**src/sv/bps_pkg.sv**
```systemverilog
// Shared types and constants for the beep pattern sequencer.
// No dependencies; every other file refers to this package by scoped names.
package bps_pkg;

    localparam int ACTION_W    = 3;
    localparam int FIELD_TIME_W = 32;
    localparam int FIELD_LEN_W  = 16;
    localparam int FIELD_CNT_W  = 16;
    localparam int CFG_INDEX_W  = 3;
    localparam int CFG_DATA_W   = 32;

    // Action codes
    localparam logic [ACTION_W-1:0] ACT_TICK   = 3'd0;
    localparam logic [ACTION_W-1:0] ACT_BEEP   = 3'd1;
    localparam logic [ACTION_W-1:0] ACT_MUTE   = 3'd2;
    localparam logic [ACTION_W-1:0] ACT_UNMUTE = 3'd3;
    localparam logic [ACTION_W-1:0] ACT_TOGGLE = 3'd4;

    // Register indexes
    localparam logic [CFG_INDEX_W-1:0] CFG_SPACING   = 3'd0;
    localparam logic [CFG_INDEX_W-1:0] CFG_BLIP      = 3'd1;
    localparam logic [CFG_INDEX_W-1:0] CFG_ROLLOVER  = 3'd2;
    localparam logic [CFG_INDEX_W-1:0] CFG_ON_LEVEL  = 3'd3;
    localparam logic [CFG_INDEX_W-1:0] CFG_OFF_LEVEL = 3'd4;

    // Register reset values
    localparam logic [FIELD_LEN_W-1:0]  SPACING_RESET  = 16'd100;
    localparam logic [FIELD_LEN_W-1:0]  BLIP_RESET     = 16'd50;
    localparam logic [CFG_DATA_W-1:0]   ROLLOVER_RESET = 32'd50000;
    localparam logic                    ON_RESET       = 1'b1;
    localparam logic                    OFF_RESET      = 1'b0;

    // Blip counts for mute and unmute
    localparam logic [FIELD_CNT_W-1:0] MUTE_BLIPS   = 16'd2;
    localparam logic [FIELD_CNT_W-1:0] UNMUTE_BLIPS = 16'd3;

    typedef struct packed {
        logic [ACTION_W-1:0]     action;
        logic [FIELD_TIME_W-1:0] now_ms;
        logic [FIELD_LEN_W-1:0]  duration_ms;
        logic [FIELD_CNT_W-1:0]  beep_count;
    } item_t;

    typedef struct packed {
        logic [FIELD_LEN_W-1:0] spacing_ms;
        logic [FIELD_LEN_W-1:0] blip_ms;
        logic [CFG_DATA_W-1:0]  rollover_threshold;
        logic                   on_level;
        logic                   off_level;
    } cfg_t;

    typedef struct packed {
        logic pin_write;
        logic pin_level;
        logic muted;
    } result_t;

endpackage

```
**src/sv/bps_cfg_regs.sv**
```systemverilog
// Configuration register bank of the beep pattern sequencer.
// Depends on bps_pkg for the register indexes, reset values and cfg_t.
module bps_cfg_regs
(
    input  logic                           clk,
    input  logic                           rst_n,
    input  logic                           cfg_write,
    input  logic [bps_pkg::CFG_INDEX_W-1:0] cfg_index,
    input  logic [bps_pkg::CFG_DATA_W-1:0]  cfg_data,
    output bps_pkg::cfg_t                  cfg
);

    bps_pkg::cfg_t cfg_reg;
    bps_pkg::cfg_t cfg_next;

    always_comb
    begin
        cfg_next = cfg_reg;
        if (cfg_write)
        begin
            case (cfg_index)
                bps_pkg::CFG_SPACING:
                    cfg_next.spacing_ms = cfg_data[bps_pkg::FIELD_LEN_W-1:0];
                bps_pkg::CFG_BLIP:
                    cfg_next.blip_ms = cfg_data[bps_pkg::FIELD_LEN_W-1:0];
                bps_pkg::CFG_ROLLOVER:
                    cfg_next.rollover_threshold = cfg_data;
                bps_pkg::CFG_ON_LEVEL:
                    cfg_next.on_level = cfg_data[0];
                bps_pkg::CFG_OFF_LEVEL:
                    cfg_next.off_level = cfg_data[0];
                default:
                    cfg_next = cfg_reg;
            endcase
        end
    end

    always_ff @(posedge clk or negedge rst_n)
    begin
        if (!rst_n)
        begin
            cfg_reg.spacing_ms         <= bps_pkg::SPACING_RESET;
            cfg_reg.blip_ms            <= bps_pkg::BLIP_RESET;
            cfg_reg.rollover_threshold <= bps_pkg::ROLLOVER_RESET;
            cfg_reg.on_level           <= bps_pkg::ON_RESET;
            cfg_reg.off_level          <= bps_pkg::OFF_RESET;
        end
        else
        begin
            cfg_reg <= cfg_next;
        end
    end

    assign cfg = cfg_reg;

endmodule

```
**src/sv/bps_in_stage.sv**
```systemverilog
// Input register of the beep pattern sequencer: holds one accepted beat.
// Depends on bps_pkg for item_t.
module bps_in_stage
(
    input  logic           clk,
    input  logic           rst_n,
    input  logic           in_valid,
    output logic           in_ready,
    input  bps_pkg::item_t in_item,
    input  logic           advance,
    output logic           held_valid,
    output bps_pkg::item_t held_item
);

    logic           valid_reg;
    logic           valid_next;
    bps_pkg::item_t item_reg;
    logic           take;

    // Free when empty or when the held beat moves on this cycle
    assign in_ready = !valid_reg || advance;
    assign take     = in_valid && in_ready;

    always_comb
    begin
        if (take)
        begin
            valid_next = 1'b1;
        end
        else if (advance)
        begin
            valid_next = 1'b0;
        end
        else
        begin
            valid_next = valid_reg;
        end
    end

    always_ff @(posedge clk or negedge rst_n)
    begin
        if (!rst_n)
        begin
            valid_reg <= 1'b0;
        end
        else
        begin
            valid_reg <= valid_next;
        end
    end

    always_ff @(posedge clk)
    begin
        if (take)
        begin
            item_reg <= in_item;
        end
    end

    assign held_valid = valid_reg;
    assign held_item  = item_reg;

endmodule

```
**src/sv/bps_engine.sv**
```systemverilog
// Sequencer state and next-state logic of the beep pattern sequencer.
// Depends on bps_pkg for item_t, cfg_t, result_t and the action codes.
module bps_engine
#(
    parameter int TIME_WIDTH  = 32,
    parameter int COUNT_WIDTH = 16
)
(
    input  logic             clk,
    input  logic             rst_n,
    input  logic             fire,
    input  bps_pkg::item_t   item,
    input  bps_pkg::cfg_t    cfg,
    output bps_pkg::result_t result
);

    localparam int CMP_W = (TIME_WIDTH > bps_pkg::CFG_DATA_W) ? TIME_WIDTH
                                                              : bps_pkg::CFG_DATA_W;

    logic                           mute_mode_reg,   mute_mode_next;
    logic [COUNT_WIDTH-1:0]         beeps_left_reg,  beeps_left_next;
    logic [bps_pkg::FIELD_LEN_W-1:0] beep_length_reg, beep_length_next;
    logic                           in_gap_reg,      in_gap_next;
    logic [TIME_WIDTH-1:0]          target_time_reg, target_time_next;
    logic                           driven_level_reg, driven_level_next;
    logic                           wrote;

    logic [TIME_WIDTH-1:0]           now;
    logic [COUNT_WIDTH-1:0]          req_cnt;
    logic [TIME_WIDTH-1:0]           ahead;
    logic                            reached;
    logic                            run_req;
    logic                            run_block;
    logic [bps_pkg::FIELD_LEN_W-1:0] run_len;
    logic [COUNT_WIDTH-1:0]          run_cnt;
    logic                            do_tick;

    assign now     = TIME_WIDTH'(item.now_ms);
    assign req_cnt = COUNT_WIDTH'(item.beep_count);
    assign ahead   = target_time_reg - now;
    assign reached = (now >= target_time_reg)
                  || (CMP_W'(ahead) > CMP_W'(cfg.rollover_threshold));

    // Decode the action into a run request and the mute update
    always_comb
    begin
        run_req        = 1'b0;
        run_block      = mute_mode_reg;
        run_len        = item.duration_ms;
        run_cnt        = req_cnt;
        mute_mode_next = mute_mode_reg;
        do_tick        = 1'b0;
        case (item.action)
            bps_pkg::ACT_TICK:
            begin
                do_tick = 1'b1;
            end
            bps_pkg::ACT_BEEP:
            begin
                run_req = 1'b1;
            end
            bps_pkg::ACT_MUTE:
            begin
                run_req        = 1'b1;
                run_len        = cfg.blip_ms;
                run_cnt        = COUNT_WIDTH'(bps_pkg::MUTE_BLIPS);
                mute_mode_next = 1'b1;
            end
            bps_pkg::ACT_UNMUTE:
            begin
                run_req        = 1'b1;
                run_block      = 1'b0;
                run_len        = cfg.blip_ms;
                run_cnt        = COUNT_WIDTH'(bps_pkg::UNMUTE_BLIPS);
                mute_mode_next = 1'b0;
            end
            bps_pkg::ACT_TOGGLE:
            begin
                run_req        = 1'b1;
                run_block      = 1'b0;
                run_len        = cfg.blip_ms;
                mute_mode_next = !mute_mode_reg;
                if (mute_mode_reg)
                begin
                    run_cnt = COUNT_WIDTH'(bps_pkg::UNMUTE_BLIPS);
                end
                else
                begin
                    run_cnt = COUNT_WIDTH'(bps_pkg::MUTE_BLIPS);
                end
            end
            default:
            begin
                run_req = 1'b0;
            end
        endcase
    end

    always_comb
    begin
        beeps_left_next   = beeps_left_reg;
        beep_length_next  = beep_length_reg;
        in_gap_next       = in_gap_reg;
        target_time_next  = target_time_reg;
        driven_level_next = driven_level_reg;
        wrote             = 1'b0;
        if (run_req && (run_cnt != '0) && !run_block)
        begin
            wrote             = 1'b1;
            driven_level_next = cfg.on_level;
            beep_length_next  = run_len;
            beeps_left_next   = run_cnt - COUNT_WIDTH'(1);
            in_gap_next       = 1'b0;
            target_time_next  = now + TIME_WIDTH'(run_len);
        end
        else if (do_tick && reached)
        begin
            wrote = 1'b1;
            if (beeps_left_reg == '0)
            begin
                driven_level_next = cfg.off_level;
            end
            else if (!in_gap_reg)
            begin
                driven_level_next = cfg.off_level;
                in_gap_next       = 1'b1;
                target_time_next  = target_time_reg + TIME_WIDTH'(cfg.spacing_ms);
            end
            else
            begin
                driven_level_next = cfg.on_level;
                in_gap_next       = 1'b0;
                target_time_next  = target_time_reg + TIME_WIDTH'(beep_length_reg);
                beeps_left_next   = beeps_left_reg - COUNT_WIDTH'(1);
            end
        end
    end

    always_ff @(posedge clk or negedge rst_n)
    begin
        if (!rst_n)
        begin
            mute_mode_reg    <= 1'b0;
            beeps_left_reg   <= '0;
            beep_length_reg  <= '0;
            in_gap_reg       <= 1'b0;
            target_time_reg  <= '0;
            driven_level_reg <= 1'b0;
        end
        else if (fire)
        begin
            mute_mode_reg    <= mute_mode_next;
            beeps_left_reg   <= beeps_left_next;
            beep_length_reg  <= beep_length_next;
            in_gap_reg       <= in_gap_next;
            target_time_reg  <= target_time_next;
            driven_level_reg <= driven_level_next;
        end
    end

    assign result.pin_write = wrote;
    assign result.pin_level = driven_level_next;
    assign result.muted     = mute_mode_next;

`ifndef NO_ASSERTIONS
    // A gap always has a beep still to come after it
    a_gap_has_beeps: assert property (@(posedge clk) disable iff (!rst_n)
        in_gap_reg |-> (beeps_left_reg != '0))
        else $error("in gap with no beeps left");

    // The pin level only moves on a beat that writes the pin
    a_level_needs_write: assert property (@(posedge clk) disable iff (!rst_n)
        (fire && !wrote) |=> (driven_level_reg == $past(driven_level_reg)))
        else $error("pin level changed without a write");

    // Mute always ends muted
    a_mute_sets_mode: assert property (@(posedge clk) disable iff (!rst_n)
        (fire && (item.action == bps_pkg::ACT_MUTE)) |=> mute_mode_reg)
        else $error("mute did not set mute mode");

    // Unmute always clears mute and starts the blips at the on level
    a_unmute_blips: assert property (@(posedge clk) disable iff (!rst_n)
        (fire && (item.action == bps_pkg::ACT_UNMUTE))
        |=> (!mute_mode_reg && (driven_level_reg == $past(cfg.on_level))))
        else $error("unmute did not start blips");

    // Run state holds between beats
    a_hold_idle: assert property (@(posedge clk) disable iff (!rst_n)
        !fire |=> ($stable(target_time_reg) && $stable(beeps_left_reg)))
        else $error("run state moved without a beat");
`endif

endmodule

```
**src/sv/bps_out_stage.sv**
```systemverilog
// Result register of the beep pattern sequencer.
// Depends on bps_pkg for result_t.
module bps_out_stage
(
    input  logic             clk,
    input  logic             rst_n,
    input  logic             load,
    input  bps_pkg::result_t result,
    output logic             free,
    output logic             out_valid,
    input  logic             out_ready,
    output bps_pkg::result_t out_result
);

    logic             valid_reg;
    logic             valid_next;
    bps_pkg::result_t result_reg;

    assign free = !valid_reg || out_ready;

    always_comb
    begin
        if (load)
        begin
            valid_next = 1'b1;
        end
        else if (out_ready)
        begin
            valid_next = 1'b0;
        end
        else
        begin
            valid_next = valid_reg;
        end
    end

    always_ff @(posedge clk or negedge rst_n)
    begin
        if (!rst_n)
        begin
            valid_reg <= 1'b0;
        end
        else
        begin
            valid_reg <= valid_next;
        end
    end

    always_ff @(posedge clk)
    begin
        if (load)
        begin
            result_reg <= result;
        end
    end

    assign out_valid  = valid_reg;
    assign out_result = result_reg;

endmodule

```
**src/sv/beep_pattern_sequencer_core.sv**
```systemverilog
// Top level of the beep pattern sequencer.
// Depends on bps_pkg, bps_cfg_regs, bps_in_stage, bps_engine and bps_out_stage.
//
// Drives one buzzer pin through runs of beeps. Each input beat carries the
// millisecond time and an action (tick, beep request, mute, unmute, toggle
// mute); every beat returns exactly one result beat with pin_write, the
// level now on the pin and the mute mode. The block takes one beat per
// clock while out_ready keeps up: a beat waits in the input register until
// a single compare-and-add pass updates the sequencer state and loads the
// result register, so a result is offered once its beat has passed through
// both the input register and the result register, and the next beat may
// enter in the same cycle the previous one is processed.
// Throughput is set only by out_ready; while a result waits, the input
// register still holds one more beat. Configuration writes through
// cfg_write/cfg_index/cfg_data take effect on the next clock and should be
// issued only while no beat is in flight.
module beep_pattern_sequencer_core
#(
    parameter int TIME_WIDTH  = 32,
    parameter int COUNT_WIDTH = 16
)
(
    input  logic                            clk,
    input  logic                            rst_n,

    input  logic                            in_valid,
    output logic                            in_ready,
    input  logic [bps_pkg::ACTION_W-1:0]    action,
    input  logic [bps_pkg::FIELD_TIME_W-1:0] now_ms,
    input  logic [bps_pkg::FIELD_LEN_W-1:0] duration_ms,
    input  logic [bps_pkg::FIELD_CNT_W-1:0] beep_count,

    output logic                            out_valid,
    input  logic                            out_ready,
    output logic                            pin_write,
    output logic                            pin_level,
    output logic                            muted,

    input  logic                            cfg_write,
    input  logic [bps_pkg::CFG_INDEX_W-1:0] cfg_index,
    input  logic [bps_pkg::CFG_DATA_W-1:0]  cfg_data
);

    bps_pkg::cfg_t    cfg;
    bps_pkg::item_t   in_item;
    bps_pkg::item_t   held_item;
    bps_pkg::result_t result;
    bps_pkg::result_t out_result;
    logic             held_valid;
    logic             out_free;
    logic             fire;

    // Pack the input ports into one beat
    assign in_item.action      = action;
    assign in_item.now_ms      = now_ms;
    assign in_item.duration_ms = duration_ms;
    assign in_item.beep_count  = beep_count;

    // Process the held beat whenever the result register can take its result
    assign fire = held_valid && out_free;

    bps_cfg_regs u_cfg
    (
        .clk       (clk),
        .rst_n     (rst_n),
        .cfg_write (cfg_write),
        .cfg_index (cfg_index),
        .cfg_data  (cfg_data),
        .cfg       (cfg)
    );

    bps_in_stage u_in
    (
        .clk        (clk),
        .rst_n      (rst_n),
        .in_valid   (in_valid),
        .in_ready   (in_ready),
        .in_item    (in_item),
        .advance    (out_free),
        .held_valid (held_valid),
        .held_item  (held_item)
    );

    bps_engine
    #(
        .TIME_WIDTH  (TIME_WIDTH),
        .COUNT_WIDTH (COUNT_WIDTH)
    )
    u_engine
    (
        .clk    (clk),
        .rst_n  (rst_n),
        .fire   (fire),
        .item   (held_item),
        .cfg    (cfg),
        .result (result)
    );

    bps_out_stage u_out
    (
        .clk        (clk),
        .rst_n      (rst_n),
        .load       (fire),
        .result     (result),
        .free       (out_free),
        .out_valid  (out_valid),
        .out_ready  (out_ready),
        .out_result (out_result)
    );

    // Unpack the result beat onto the output ports
    assign pin_write = out_result.pin_write;
    assign pin_level = out_result.pin_level;
    assign muted     = out_result.muted;

endmodule

```
**config.mk**
```make
export PLATFORM = sky130hd
export DESIGN_NAME = beep_pattern_sequencer_core
export DESIGN_NICKNAME = d
export VERILOG_FILES = /design/src/sv/bps_pkg.sv /design/src/sv/bps_cfg_regs.sv /design/src/sv/bps_in_stage.sv /design/src/sv/bps_engine.sv /design/src/sv/bps_out_stage.sv /design/src/sv/beep_pattern_sequencer_core.sv
export SDC_FILE = /design/constraint.sdc
export NUM_CORES = 1
export LEC_CHECK = 0
export BUFFER_PORTS_ARGS = -buffer_cell sky130_fd_sc_hd__buf_2
export CORE_MARGIN = 2
export CORE_UTILIZATION = 52
export DETAILED_ROUTE_END_ITERATION = 10
export PLACE_DENSITY = 0.68
export SLEW_MARGIN = 15
export SYNTH_ARGS = -nofsm -noshare
export SYNTH_HDL_FRONTEND = slang
export SYNTH_SLANG_ARGS = --single-unit
export TNS_END_PERCENT = 10
```
**constraint.sdc**
```tcl
create_clock -name clk -period 5.3 [get_ports clk]
set_input_delay 0.265 -clock clk [delete_from_list [all_inputs] [get_ports clk]]
set_output_delay 0.265 -clock clk [all_outputs]
set_load 0.01 [all_outputs]
```
==> summary.md, run 1 <==
| Metric | Value |
|---|---|
| Int Pwr | `4810 µW` |
| Initial antenna violation count | `0` |
| # port buffers | `111` |
| Total grt overflow | `0` |
| Number of synthesized flops with an enable pin | `70` |
| Netlist cell types | `81` |
| Clock power frac | `19.6%` |
| Post-Synthesis Cells | `1423` |
| Clk root buf | `clkbuf_16` |
| Worst-margin pin slew | `1.04 ns` |
| Worst hold slack | `0.00716 ns` |
| Final Critical Period | `5.09 ns` |
| Die Wd | `163 µm` |
| WP buf/inv | `2` |
| CTS tree | `yes` |
| Num CTS Buffers | `23` |
| VDD IR max | `224 µV` |
| Final Cycle Share | `96.0%` |
| Drc violations | `0` |
| Clock Skews | `0.00776 ns` |
| Total Wirelength | `37000 µm` |
| Syn nets | `1630` |
| Critical Path Sink Type | `flip-flop` |
| Worst path cell trace | `inv_1 > ha_1 > a21o_1 > or3_1 > o21ai_2 > o21ai_0 > a21o_1 > a21o_1 > a31oi_4 > xnor2_1 > ha_1 > nand4_1 > or4_4 > a21o_1 > a21oi_1 > o21ai_0 > a31o_2 > buf_4 > or2_2 > or4_1 > nand3_1` |
| Net Sw Frac | `40.4%` |
| RePlAce Congestion | `0.918` |
| Max Freq | `197 MHz` |
| CP max FO | `4` |
| Clock input transition at the sequential cells of the worst setup and hold paths | `0.06 ns` |
| Placement Rows | `58` |
| Post-synthesis async set-or-reset flop share | `65.9%` |
| Power share of the sequential group | `28.4%` |
| Die H | `163 µm` |
| Synthesized cell area | `0.0132 mm²` |
| Synthesized flop and latch total | `205` |
| Inserted Diodes | `0` |
| Pleak | `0.00704 µW` |
| Setup CP Type | `flip-flop to flip-flop` |
| Area Growth Syn to Fin | `22.9%` |
| Comb power frac | `51.9%` |
| Status | `finished clean` |
| Max incr delay on CP | `0.47 ns` |
| Die footprint | `0.0267 mm²` |
| Clock sink count | `205` |
| Sequential area share after synthesis | `41.6%` |
| Post-synth top flop | `dfrtp_1` |
| Total Routing Usage GR | `27.6%` |
| CP Launch Type | `flip-flop` |
| CP arrival | `5.53 ns` |
| Placed Instances | `1866` |
| Vias in the first global route | `11226` |
| Max reg flops | `67` |
| # setup viols final | `0` |
| Fin. Hold Viols | `0` |
| Clock tree buffer depth | `3` |
| Worst slew margin | `30.8%` |
| Total number of vias | `11685` |
| H-tree depth | `1` |
| Final Max Slew Viols | `0` |
| NetSw | `3260 µW` |
| Layout cells sized above 1 | `18.4%` |
| Worst min path class | `input pin to flip-flop` |
| Final net count | `1862` |
| Worst skew pair latency | `0.51 ns` |
| Initial drt markers | `1030` |
| Top Ports | `112` |
| Worst EP required | `5.75 ns` |
| Routed WL per cell | `18.5 µm` |
| Final ANT Viol Nets | `0` |
| Initial Util | `52.7%` |
| CP delay by family, top | `compound AO/OA/AOI/OAI gates` |
| First-pass GRT wire length | `58300 µm` |
| Synth warn | `0` |
| Syn Area/Cell | `9.28 µm²` |
| HPWL Detailed | `26400 µm` |
| DRT Pass-1 Iters | `5` |
| Total power | `8070 µW` |
| Via density | `5.84` |
| Largest net degree at the start of global routing | `86` |
| Most used cell, CP | `a21o_1` |
| Finished Layout Cells | `2001` |
| CP max stage cell | `or4_1` |
| Core area | `0.0250 mm²` |
| Max-cap violation count | `0` |
| Pwr dens | `497 mW/mm²` |
-- cell usage in the layout (no fill, tap or decap), types with 11 or more instances in the layout --
master         count
ha_1              95
buf_4             49
a21o_1            27
dfstp_2           13
nor2_1           125
mux2_2            53
edfxtp_1          70
and3_1            11
nand2b_1          13
inv_1             94
nor3_1            26
nand4_1           16
o211ai_1          13
buf_2            110
o21ai_0          103
a21oi_1           85
dlygate4sd3_1     91
a31oi_1           17
xnor2_1           51
or3_1             13
nand3_1           37
xor2_1            20
o21a_1            15
nand2_1          161
dfrtp_1          122
clkbuf_16         23
-- repair_timing --
item,CTS,global route
hold buffers,91,0
setup endpoints to repair,10,51
hold endpoints to repair,163,0
buffers inserted,0,3
resized for setup,2,27
pin swaps,0,8
-- cells by family after synthesis --
logic type | synth area share (%)
buf+inv | 4.12
compound gates | 18.1
mux | 4.97
xor+xnor | 4.71
fa+ha+maj | 9.72
simple gates | 16.7
flops | 41.6
-- per-stage QoR --
| stage | setup TNS, ns | setup WS, ns | utilization, % | cell area, µm² |
|---|---|---|---|---|
| finish | 0 | 0.212 | 64.8 | 16200 |
| detailed placement | -0.156 | -0.0554 | 57.7 | 14400 |
| floorplan | 0 | 0.513 | - | 13200 |
| global placement | 0 | 0.00346 | 57.7 | 14400 |
| CTS | 0 | 0.0257 | 64.3 | 16100 |
| global route | -0.0108 | -0.0108 | 64.8 | 16200 |
-- synthesized netlist by cell type (10+ instances only) --
library cell | instances | area [µm²]
o211ai_1 | 13 | 97.6
o22ai_1 | 10 | 62.6
a211oi_1 | 12 | 90.1
xor2_1 | 20 | 175
nor2b_1 | 10 | 62.6
nor4_1 | 10 | 62.6
nand2_1 | 163 | 612
edfxtp_1 | 70 | 2100
a31oi_1 | 19 | 119
ha_1 | 97 | 1210
mux2_2 | 53 | 597
inv_1 | 94 | 353
dfrtp_1 | 122 | 3050
o21ai_0 | 107 | 536
or3_1 | 13 | 81.3
clkbuf_1 | 33 | 124
nand2b_1 | 14 | 87.6
nor3_1 | 28 | 140
o21a_1 | 15 | 113
and3_1 | 11 | 68.8
nand4_1 | 16 | 100
nand3_1 | 38 | 190
a21oi_1 | 89 | 445
xnor2_1 | 51 | 447
a21o_1 | 27 | 203
nor2_1 | 126 | 473
dfstp_2 | 13 | 342
-- layout make-up --
cell class                 instances  area (µm²)
clock buffer                      32         639
timing repair buffer             253        1880
tap                              330         413
clock inverter                     9         100
fill                            2009        8800
inverter                          95         357
sequential                       205        5500
multi-input combinational       1077        7350
-- power groups by stage --
stage               Combinational [µW]  Sequential, µW  Clock (µW)
floorplan                         2910            2230           0
global placement                  3840            2300           0
detailed placement                3920            2310           0
CTS                               4000            2290        1610
global route                      4690            2330        1670
finish                            4190            2300        1590
-- tightest hold or removal path: stages --
cell and delay (ns):
buf_2 0.11, nand2_1 0.05, o21ai_0 0.07
-- metal layers --
metal  track usage [%]  part of all wire, %  vias up
li1                  -                    -     5623
met4              7.60                  2.6        0
met2              44.5                   45      392
met3              3.83                  6.3       64
met1              39.2                   46     5606
met5                 0                    0        -
-- path summary, 6_finish.rpt --
check / start / to / slack, ns / cells after the start
worst max register to register: u_in.held_item[38]$_DFFE_PP_ / u_engine.target_time_reg[25]$_DFFE_PN0P_ / 0.21 / 21
max in group asynchronous: rst_n / u_engine.beeps_left_reg[0]$_DFFE_PN0P_ / 3.65 / 3
worst min register to register: u_engine.beep_length_reg[1]$_DFFE_PN0P_ / u_engine.beep_length_reg[1]$_DFFE_PN0P_ / 0.48 / 2
worst min-delay path: cfg_data[8] / u_cfg.cfg[10]$_DFFE_PN1P_ / 0.007 / 3
min in group asynchronous: rst_n / u_cfg.cfg[45]$_DFFE_PN0P_ / 0.40 / 2
worst max-delay path: u_in.held_item[38]$_DFFE_PP_ / u_engine.target_time_reg[25]$_DFFE_PN0P_ / 0.21 / 21
No activity file was read; power rests on OpenSTA's default activity.
==> inputs of run 2 (changes only) <==
PLACE_DENSITY = 0.71   (was 0.68)
==> run 2 against run 1 <==
  * Sequential share of layout area is 0.18 points lower
  * Die area stayed put
  * Routed wire length is 1.3% lower
  * Highest routed layer unchanged
  * Critical path depth is 2 higher
  * Sequential power hardly changed
  * Largest cell class unchanged
  * Design area is 0.54% higher
  * Total power is 1.6% higher
==> summary.md, run 2 (synthesis gave the netlist of run 1 again) <==
| Metric | Value |
|---|---|
| Die Wd | `163 µm (unchanged)` |
| Fin. Hold Viols | `0 (unchanged)` |
| Initial antenna violation count | `1 (was 0)` |
| Pleak | `0.00707 µW (was 0.00704 µW)` |
| Worst-margin pin slew | `1.02 ns (was 1.04 ns)` |
| Num CTS Buffers | `24 (was 23)` |
| Crit path from | `u_in.held_item[32]$_DFFE_PP_ (was u_in.held_item[38]$_DFFE_PP_)` |
| Die footprint | `0.0267 mm² (unchanged)` |
| Placed Instances | `1860 (was 1866)` |
| Fillers | `2033 (was 2009)` |
| Setup CP Type | `flip-flop to flip-flop (unchanged)` |
| Total number of vias | `11599 (was 11685)` |
| Routed WL per cell | `18.2 µm (was 18.5 µm)` |
| Vias in the first global route | `11254 (was 11226)` |
| Worst slew margin | `31.7% (was 30.8%)` |
| Placement Rows | `58 (unchanged)` |
| Status | `finished clean (unchanged)` |
| VDD IR max | `286 µV (was 224 µV)` |
| Clock power frac | `21.6% (was 19.6%)` |
| HP Start | `out_ready (was cfg_data[8])` |
| Worst min path class | `input pin to flip-flop (unchanged)` |
| CP delay by family, top | `simple AND/OR/NAND/NOR gates (was compound AO/OA/AOI/OAI gates)` |
| Clock tree buffer depth | `3 (unchanged)` |
| Worst skew pair latency | `0.53 ns (was 0.51 ns)` |
| Final Max Slew Viols | `0 (unchanged)` |
| Final Critical Period | `5.14 ns (was 5.09 ns)` |
| Top Ports | `112 (unchanged)` |
| Net Sw Frac | `40.1% (was 40.4%)` |
| Most common cell after layout, fill and taps aside | `nand2_1 (unchanged)` |
| RSZ-0062 raised after global routing | `yes` |
| Clk root buf | `clkbuf_16 (unchanged)` |
| Initial Util | `52.7% (unchanged)` |
| Max reg flops | `67 (unchanged)` |
| Largest net degree at the start of global routing | `107 (was 86)` |
| Max Freq | `195 MHz (was 197 MHz)` |
| # port buffers | `111 (unchanged)` |
| Max-cap violation count | `0 (unchanged)` |
| Int Pwr | `4910 µW (was 4810 µW)` |
| Finished Layout Cells | `2007 (was 2001)` |
| CTS tree | `yes (unchanged)` |
| RePlAce Congestion | `0.941 (was 0.918)` |
| Layout cells sized above 1 | `17.8% (was 18.4%)` |
| Power share of the sequential group | `28.3% (was 28.4%)` |
| H-tree depth | `1 (unchanged)` |
| # setup viols final | `0 (unchanged)` |
| Total grt overflow | `0 (unchanged)` |
| Worst EP required | `5.76 ns (was 5.75 ns)` |
| Worst R2R Start | `u_in.held_item[32]$_DFFE_PP_ (was u_in.held_item[38]$_DFFE_PP_)` |
| CP max FO | `8 (was 4)` |
| Final Cycle Share | `97.0% (was 96.0%)` |
| NetSw | `3290 µW (was 3260 µW)` |
| WP buf/inv | `2 (unchanged)` |
| Clock Skews | `0.0121 ns (was 0.00776 ns)` |
| Worst hold slack | `0.0476 ns (was 0.00716 ns)` |
| Total Wirelength | `36500 µm (was 37000 µm)` |
| Critical Path Sink Type | `flip-flop (unchanged)` |
| Clock input transition at the sequential cells of the worst setup and hold paths | `0.06 ns (about the same)` |
| Comb power frac | `50.1% (was 51.9%)` |
| Clock sink count | `205 (unchanged)` |
| Worst path cell trace | `ha_1 > fa_1 > nand2b_1 > a21oi_2 > o211ai_2 > nand2_2 > a21o_1 > a21o_1 > nand2_1 > nor2b_1 > xnor2_1 > ha_1 > nand4_1 > nor4_2 > buf_4 > nand3_1 > o2111ai_2 > o21ai_0 > a31o_2 > buf_4 > or2_2 > or4_1 > nand3_1 (was inv_1 > ha_1 > a21o_1 > or3_1 > o21ai_2 > o21ai_0 > a21o_1 > a21o_1 > a31oi_4 > xnor2_1 > ha_1 > nand4_1 > or4_4 > a21o_1 > a21oi_1 > o21ai_0 > a31o_2 > buf_4 > or2_2 > or4_1 > nand3_1)` |
| Total Routing Usage GR | `27.3% (was 27.6%)` |
| CP arrival | `5.60 ns (was 5.53 ns)` |
| CP max stage cell | `or4_1 (unchanged)` |
| Pwr dens | `502 mW/mm² (was 497 mW/mm²)` |
| Via density | `5.78 (was 5.84)` |
| Final net count | `1865 (was 1862)` |
| Drc violations | `0 (unchanged)` |
| Max incr delay on CP | `0.48 ns (was 0.47 ns)` |
| Final ANT Viol Nets | `0 (unchanged)` |
| CP Launch Type | `flip-flop (unchanged)` |
| First-pass GRT wire length | `57700 µm (was 58300 µm)` |
| Die H | `163 µm (unchanged)` |
| Commonest cells after routing, fill and taps aside | `nand2_1, nor2_1, dfrtp_1 (unchanged)` |
| Multi-input logic area | `0.00732 mm² (was 0.00735 mm²)` |
| Reg area | `0.00550 mm² (unchanged)` |
| DRT Pass-1 Iters | `5 (unchanged)` |
| Core area | `0.0250 mm² (unchanged)` |
| HPWL Detailed | `25900 µm (was 26400 µm)` |
| Initial drt markers | `911 (was 1030)` |
| Area Growth Syn to Fin | `23.6% (was 22.9%)` |
run 2: cell types whose count changed in the layout (fill, tap and decap cells not counted), sizes merged:
cell         before  now
buf             162  155
bufinv            2    4
clkinv            5    4
clkinvlp          1    3
diode             0    1
dlygate4sd3      91  100
run 2: final cells by class:
type	count	share of cell area, %
Sequential cell	205	33.7
Antenna cell	1	0.0153
Inverter	95	2.18
Tap cell	330	2.53
Timing Repair Buffer	255	11.6
Clock buffer	32	4.12
Clock inverter	12	1.03
Multi-Input combinational cell	1077	44.8
run 2: path summary, 6_finish.rpt:
kind	end	cells past startpoint	slack [ns]
max	u_engine.target_time_reg[25]$_DFFE_PN0P_	23	0.16
max in group asynchronous	u_engine.beeps_left_reg[9]$_DFFE_PN0P_	3	3.76
min in group asynchronous	u_cfg.cfg[45]$_DFFE_PN0P_	2	0.44
min	u_out.out_valid$_DFFE_PN0P_	3	0.05
max reg2reg	u_engine.target_time_reg[25]$_DFFE_PN0P_	23	0.16
min reg2reg	u_engine.beep_length_reg[1]$_DFFE_PN0P_	2	0.49
run 2: power by group through the flow:
stage,Sequential (µW),Combinational [µW],Clock (µW)
floorplan,2230,2910,0
global placement,2320,3780,0
detailed placement,2340,3840,0
CTS,2310,3950,1790
global route,2360,4580,1860
finish,2320,4110,1770
run 2: worst reg2reg max path, stage by stage (launching register included):
cell and delay (ns):
edfxtp_1 0.40, ha_1 0.25, fa_1 0.42, nand2b_1 0.19, a21oi_2 0.22, o211ai_2 0.17
nand2_2 0.14, a21o_1 0.17, a21o_1 0.13, nand2_1 0.07, nor2b_1 0.15, xnor2_1 0.18
ha_1 0.30, nand4_1 0.11, nor4_2 0.33, buf_4 0.17, nand3_1 0.07, o2111ai_2 0.16
o21ai_0 0.10, a31o_2 0.26, buf_4 0.18, or2_2 0.34, or4_1 0.48, nand3_1 0.10
run 2: timing repair:
action                     CTS  global route
hold endpoints to repair   203             0
setup endpoints to repair    1            51
pin swaps                    0             9
hold buffers               100             0
gates resized for setup      2            24
setup buffers                0             2
run 2: metrics by stage:
step / TNS [ns] / cell area, µm² / total power (µW) / utilization, % / setup WS [ns]
2_1_floorplan: 0 / 13200 / 5140 / - / 0.513
3_3_place_gp: 0 / 14400 / 6110 / 57.4 / 0.109
3_5_place_dp: 0 / 14400 / 6180 / 57.4 / 0.0128
4_1_cts: 0 / 16200 / 8050 / 64.8 / 0.0439
5_1_grt: -0.186 / 16300 / 8800 / 65.2 / -0.113
6_report: 0 / 16300 / 8200 / 65.2 / 0.159
run 2: metal layers:
layer | wire length (µm) | GRT usage [%]
met2 | 17000 | 45.2
met1 | 16600 | 38.0
met3 | 2150 | 3.66
met5 | 0 | 0
met4 | 786 | 6.76
==> inputs of run 3 (changes only) <==
SYNTH_HIERARCHICAL = 1   (was unset)
clock period = 5.1 ns   (was 5.3 ns; I/O delays follow)
==> run 3 against run 2 <==
  * Maximum frequency decreased by 0.74%
  * Synthesized cell count down 4.5%
  * Die area rose by 0.77%
  * First-iteration DRC count shrank 0.77%
  * The run now ends with negative setup slack left
  * Clock skew increased by 0.016 ns
  * Via count up 0.81%
  * Largest power group unchanged
  * Clock-buffer cell count is 3 higher
  * Sequential cell count unchanged
  * Worst setup slack lost 0.24 ns
  * Clock power shrank 4%
  * Area after synthesis rose by 0.80%
  * Sequential power is 6% higher
==> summary.md, run 3 <==
| Metric | Value |
|---|---|
| Final ANT Viol Nets | `0 (unchanged)` |
| Layout cells sized above 1 | `27.0% (was 17.8%)` |
| Synth warn | `6 (was 0)` |
| # setup viols final | `3 (was 0)` |
| HPWL Detailed | `25800 µm (was 25900 µm)` |
| Status | `finished, violations left (was finished clean)` |
| First-pass GRT wire length | `58200 µm (was 57700 µm)` |
| Clock sink count | `205 (unchanged)` |
| Net Sw Frac | `40.2% (was 40.1%)` |
| Int Pwr | `5500 µW (was 4910 µW)` |
| Total power | `9210 µW (was 8200 µW)` |
| Pleak | `0.00755 µW (was 0.00707 µW)` |
| VDD IR max | `391 µV (was 286 µV)` |
| Clock Skews | `0.0276 ns (was 0.0121 ns)` |
| Largest net degree at the start of global routing | `88 (was 107)` |
| Setup CP Type | `flip-flop to flip-flop (unchanged)` |
| RSZ-0062 raised after global routing | `yes (unchanged)` |
| H-tree depth | `1 (unchanged)` |
| Post-synth top flop | `dfrtp_1 (unchanged)` |
| Clk root buf | `clkbuf_16 (unchanged)` |
| Initial Util | `52.9% (was 52.7%)` |
| Die Wd | `164 µm (was 163 µm)` |
| RePlAce Congestion | `0.946 (was 0.941)` |
| Worst min path class | `input pin to flip-flop (unchanged)` |
| Most common cell in the netlist | `nand2_1 (unchanged)` |
| Yosys top cell area share | `22.9% (was 23.1%)` |
| Clock input transition at the sequential cells of the worst setup and hold paths | `0.06 ns (about the same)` |
| CTS tree | `yes (unchanged)` |
| Clock power frac | `18.4% (was 21.6%)` |
| Top Ports | `112 (unchanged)` |
| Placement Rows | `58 (unchanged)` |
| CP Launch Type | `flip-flop (unchanged)` |
| Total Routing Usage GR | `27.4% (was 27.3%)` |
| Total Wirelength | `37700 µm (was 36500 µm)` |
| Synthesized flop and latch total | `205 (unchanged)` |
| Critical Path Sink Type | `flip-flop (unchanged)` |
| Power share of the sequential group | `26.8% (was 28.3%)` |
| Post-Synthesis Cells | `1359 (was 1423)` |
| Synthesized cell area | `0.0133 mm² (was 0.0132 mm²)` |
| Final Critical Period | `5.18 ns (was 5.14 ns)` |
| Vias in the first global route | `11508 (was 11254)` |
| CP arrival | `5.63 ns (was 5.60 ns)` |
| Total number of vias | `11693 (was 11599)` |
| Sequential area share after synthesis | `41.3% (was 41.6%)` |
| Die H | `164 µm (was 163 µm)` |
| Routed WL per cell | `18.7 µm (was 18.2 µm)` |
| Final net count | `1882 (was 1865)` |
| Final Max Slew Viols | `0 (unchanged)` |
| Num CTS Buffers | `24 (unchanged)` |
| CP max FO | `5 (was 8)` |
| Final setup TNS | `-0.0984 ns (was 0 ns)` |
| Final Cycle Share | `102% (was 97.0%)` |
| Synth top area cells | `dfrtp_1, edfxtp_1, ha_1 (unchanged)` |
| Most common cell after layout, fill and taps aside | `nand2_1 (unchanged)` |
| Synth area leader | `dfrtp_1 (unchanged)` |
| Post-route worst setup slack | `-0.0792 ns (was 0.159 ns)` |
| Syn nets | `1566 (was 1630)` |
| NetSw | `3710 µW (was 3290 µW)` |
| Core area | `0.0252 mm² (was 0.0250 mm²)` |
| Number of synthesized flops with an enable pin | `70 (unchanged)` |
| Post-synth top cells | `nand2_1, dfrtp_1, a21oi_1, nor2_1 (was nand2_1, nor2_1, dfrtp_1, o21ai_0, ha_1)` |
| Worst EP required | `5.55 ns (was 5.76 ns)` |
| Inserted Diodes | `0 (was 1)` |
| Syn Area/Cell | `9.80 µm² (was 9.28 µm²)` |
| Initial drt markers | `904 (was 911)` |
| Max-cap violation count | `0 (unchanged)` |
| Worst skew pair latency | `0.54 ns (was 0.53 ns)` |
| Initial antenna violation count | `0 (was 1)` |
| Total grt overflow | `0 (unchanged)` |
| Fin. Hold Viols | `0 (unchanged)` |
| Failing checks | `negative setup slack` |
| Post-synthesis async set-or-reset flop share | `65.9% (unchanged)` |
| Pwr dens | `536 mW/mm² (was 502 mW/mm²)` |
| Via density | `5.78 (about the same)` |
| Max reg flops | `67 (unchanged)` |
| Clock tree buffer depth | `3 (unchanged)` |
| Max Freq | `193 MHz (was 195 MHz)` |
| Commonest cells after routing, fill and taps aside | `nand2_1, dfrtp_1, buf_4 (was nand2_1, nor2_1, dfrtp_1)` |
| DRT Pass-1 Iters | `5 (unchanged)` |
| Area Growth Syn to Fin | `29.1% (was 23.6%)` |
| Worst slew margin | `29.3% (was 31.7%)` |
| Worst-margin pin slew | `1.05 ns (was 1.02 ns)` |
| Drc violations | `0 (unchanged)` |
| Fillers | `1954 (was 2033)` |
| Worst hold slack | `0.0161 ns (was 0.0476 ns)` |
| Netlist cell types | `87 (was 81)` |
| Comb power frac | `54.7% (was 50.1%)` |
| # port buffers | `111 (unchanged)` |
| Die footprint | `0.0269 mm² (was 0.0267 mm²)` |
-- run 3: final cells by class --
cell class,instances,area (µm²),share of cell area [%]
repair buffers,336,2580,15.0
well taps,330,413,2.40
clock inverters,8,72.6,0.422
inverters,94,353,2.05
multi-input cells,1014,7560,44.0
flip-flops and latches,205,5500,32.0
clock buffers,35,713,4.15
-- run 3: final timing paths --
check / startpoint / end / slack, ns / cells after the start
worst max-delay path: u_in/held_item[39]$_DFFE_PP_ / u_engine/target_time_reg[31]$_DFFE_PN0P_ / -0.08 / 25
worst min-delay path: out_ready / u_out/out_valid$_DFFE_PN0P_ / 0.02 / 3
worst max register to register: u_in/held_item[39]$_DFFE_PP_ / u_engine/target_time_reg[31]$_DFFE_PN0P_ / -0.08 / 25
worst min register to register: u_cfg/cfg[7]$_DFFE_PN0P_ / u_cfg/cfg[7]$_DFFE_PN0P_ / 0.49 / 1
max in group asynchronous: rst_n / u_engine/target_time_reg[24]$_DFFE_PN0P_ / 3.56 / 3
min in group asynchronous: rst_n / u_cfg/cfg[29]$_DFFE_PN0P_ / 0.38 / 2
-- run 3: cell families after synthesis --
logic type / Yosys count / synth area share (%)
adders and majority gates: 101 / 9.64
xor gates and xnor gates: 67 / 4.41
and+or+nand+nor: 404 / 14.9
muxes: 107 / 9.00
buffers and inverters: 140 / 4.46
AOI/OAI and AO/OA: 335 / 16.3
DFF: 205 / 41.3
-- run 3: power groups by stage --
stage	Combinational [µW]	Clock [µW]	Sequential, µW
2_1_floorplan	3210	0	2380
3_3_place_gp	4480	0	2450
4_1_cts	4760	1730	2450
6_report	5040	1700	2470
3_5_place_dp	4580	0	2470
5_1_grt	5530	1790	2520
-- run 3: critical path: stages, from the launching register on --
cell       delay (ns)
edfxtp_1         0.41
inv_2            0.11
ha_4             0.20
buf_4            0.15
and4_1           0.19
o311a_1          0.15
o21a_1           0.21
o21a_1           0.19
o21ai_2          0.18
a21oi_2          0.08
nand2b_4         0.14
a21o_1           0.18
a21oi_2          0.14
xnor2_1          0.09
ha_1             0.31
nand4_1          0.11
buf_4            0.16
nor4_4           0.34
nand2_2          0.11
a21oi_2          0.13
a2111oi_2        0.05
o21ai_2          0.23
o211ai_4         0.12
or3_4            0.40
or4_4            0.54
o211ai_2         0.14
-- run 3: what timing repair did --
action                                  in CTS  in global routing
resized for setup                           21                 57
hold buffers                               100                  0
endpoints found under the setup margin      51                 52
buffers inserted                             5                  6
endpoints found under the hold margin      207                  0
pin swaps                                   10                 23
cloned                                       1                  2
-- run 3: layer usage --
| layer | up-vias | global-route usage (%) | routed length [µm] |
|---|---|---|---|
| met5 | - | 0 | 0 |
| met4 | 0 | 10.4 | 1500 |
| met3 | 98 | 3.66 | 1750 |
| met2 | 361 | 47.4 | 18400 |
| met1 | 5636 | 34.8 | 16100 |
| li1 | 5598 | - | - |
-- run 3: stage by stage --
step | worst slack, ns | utilization [%] | cell area [µm²] | instances
final | -0.0792 | 68.3 | 17200 | 2022
after global routing | -0.357 | 68.3 | 17200 | 2022
after CTS | -0.130 | 67.0 | 16900 | 2015
after detailed placement | -0.224 | 59.4 | 15000 | 1866
after global placement | -0.0249 | 59.4 | 15000 | 1866
after floorplan | 0.0688 | - | 13300 | 1359
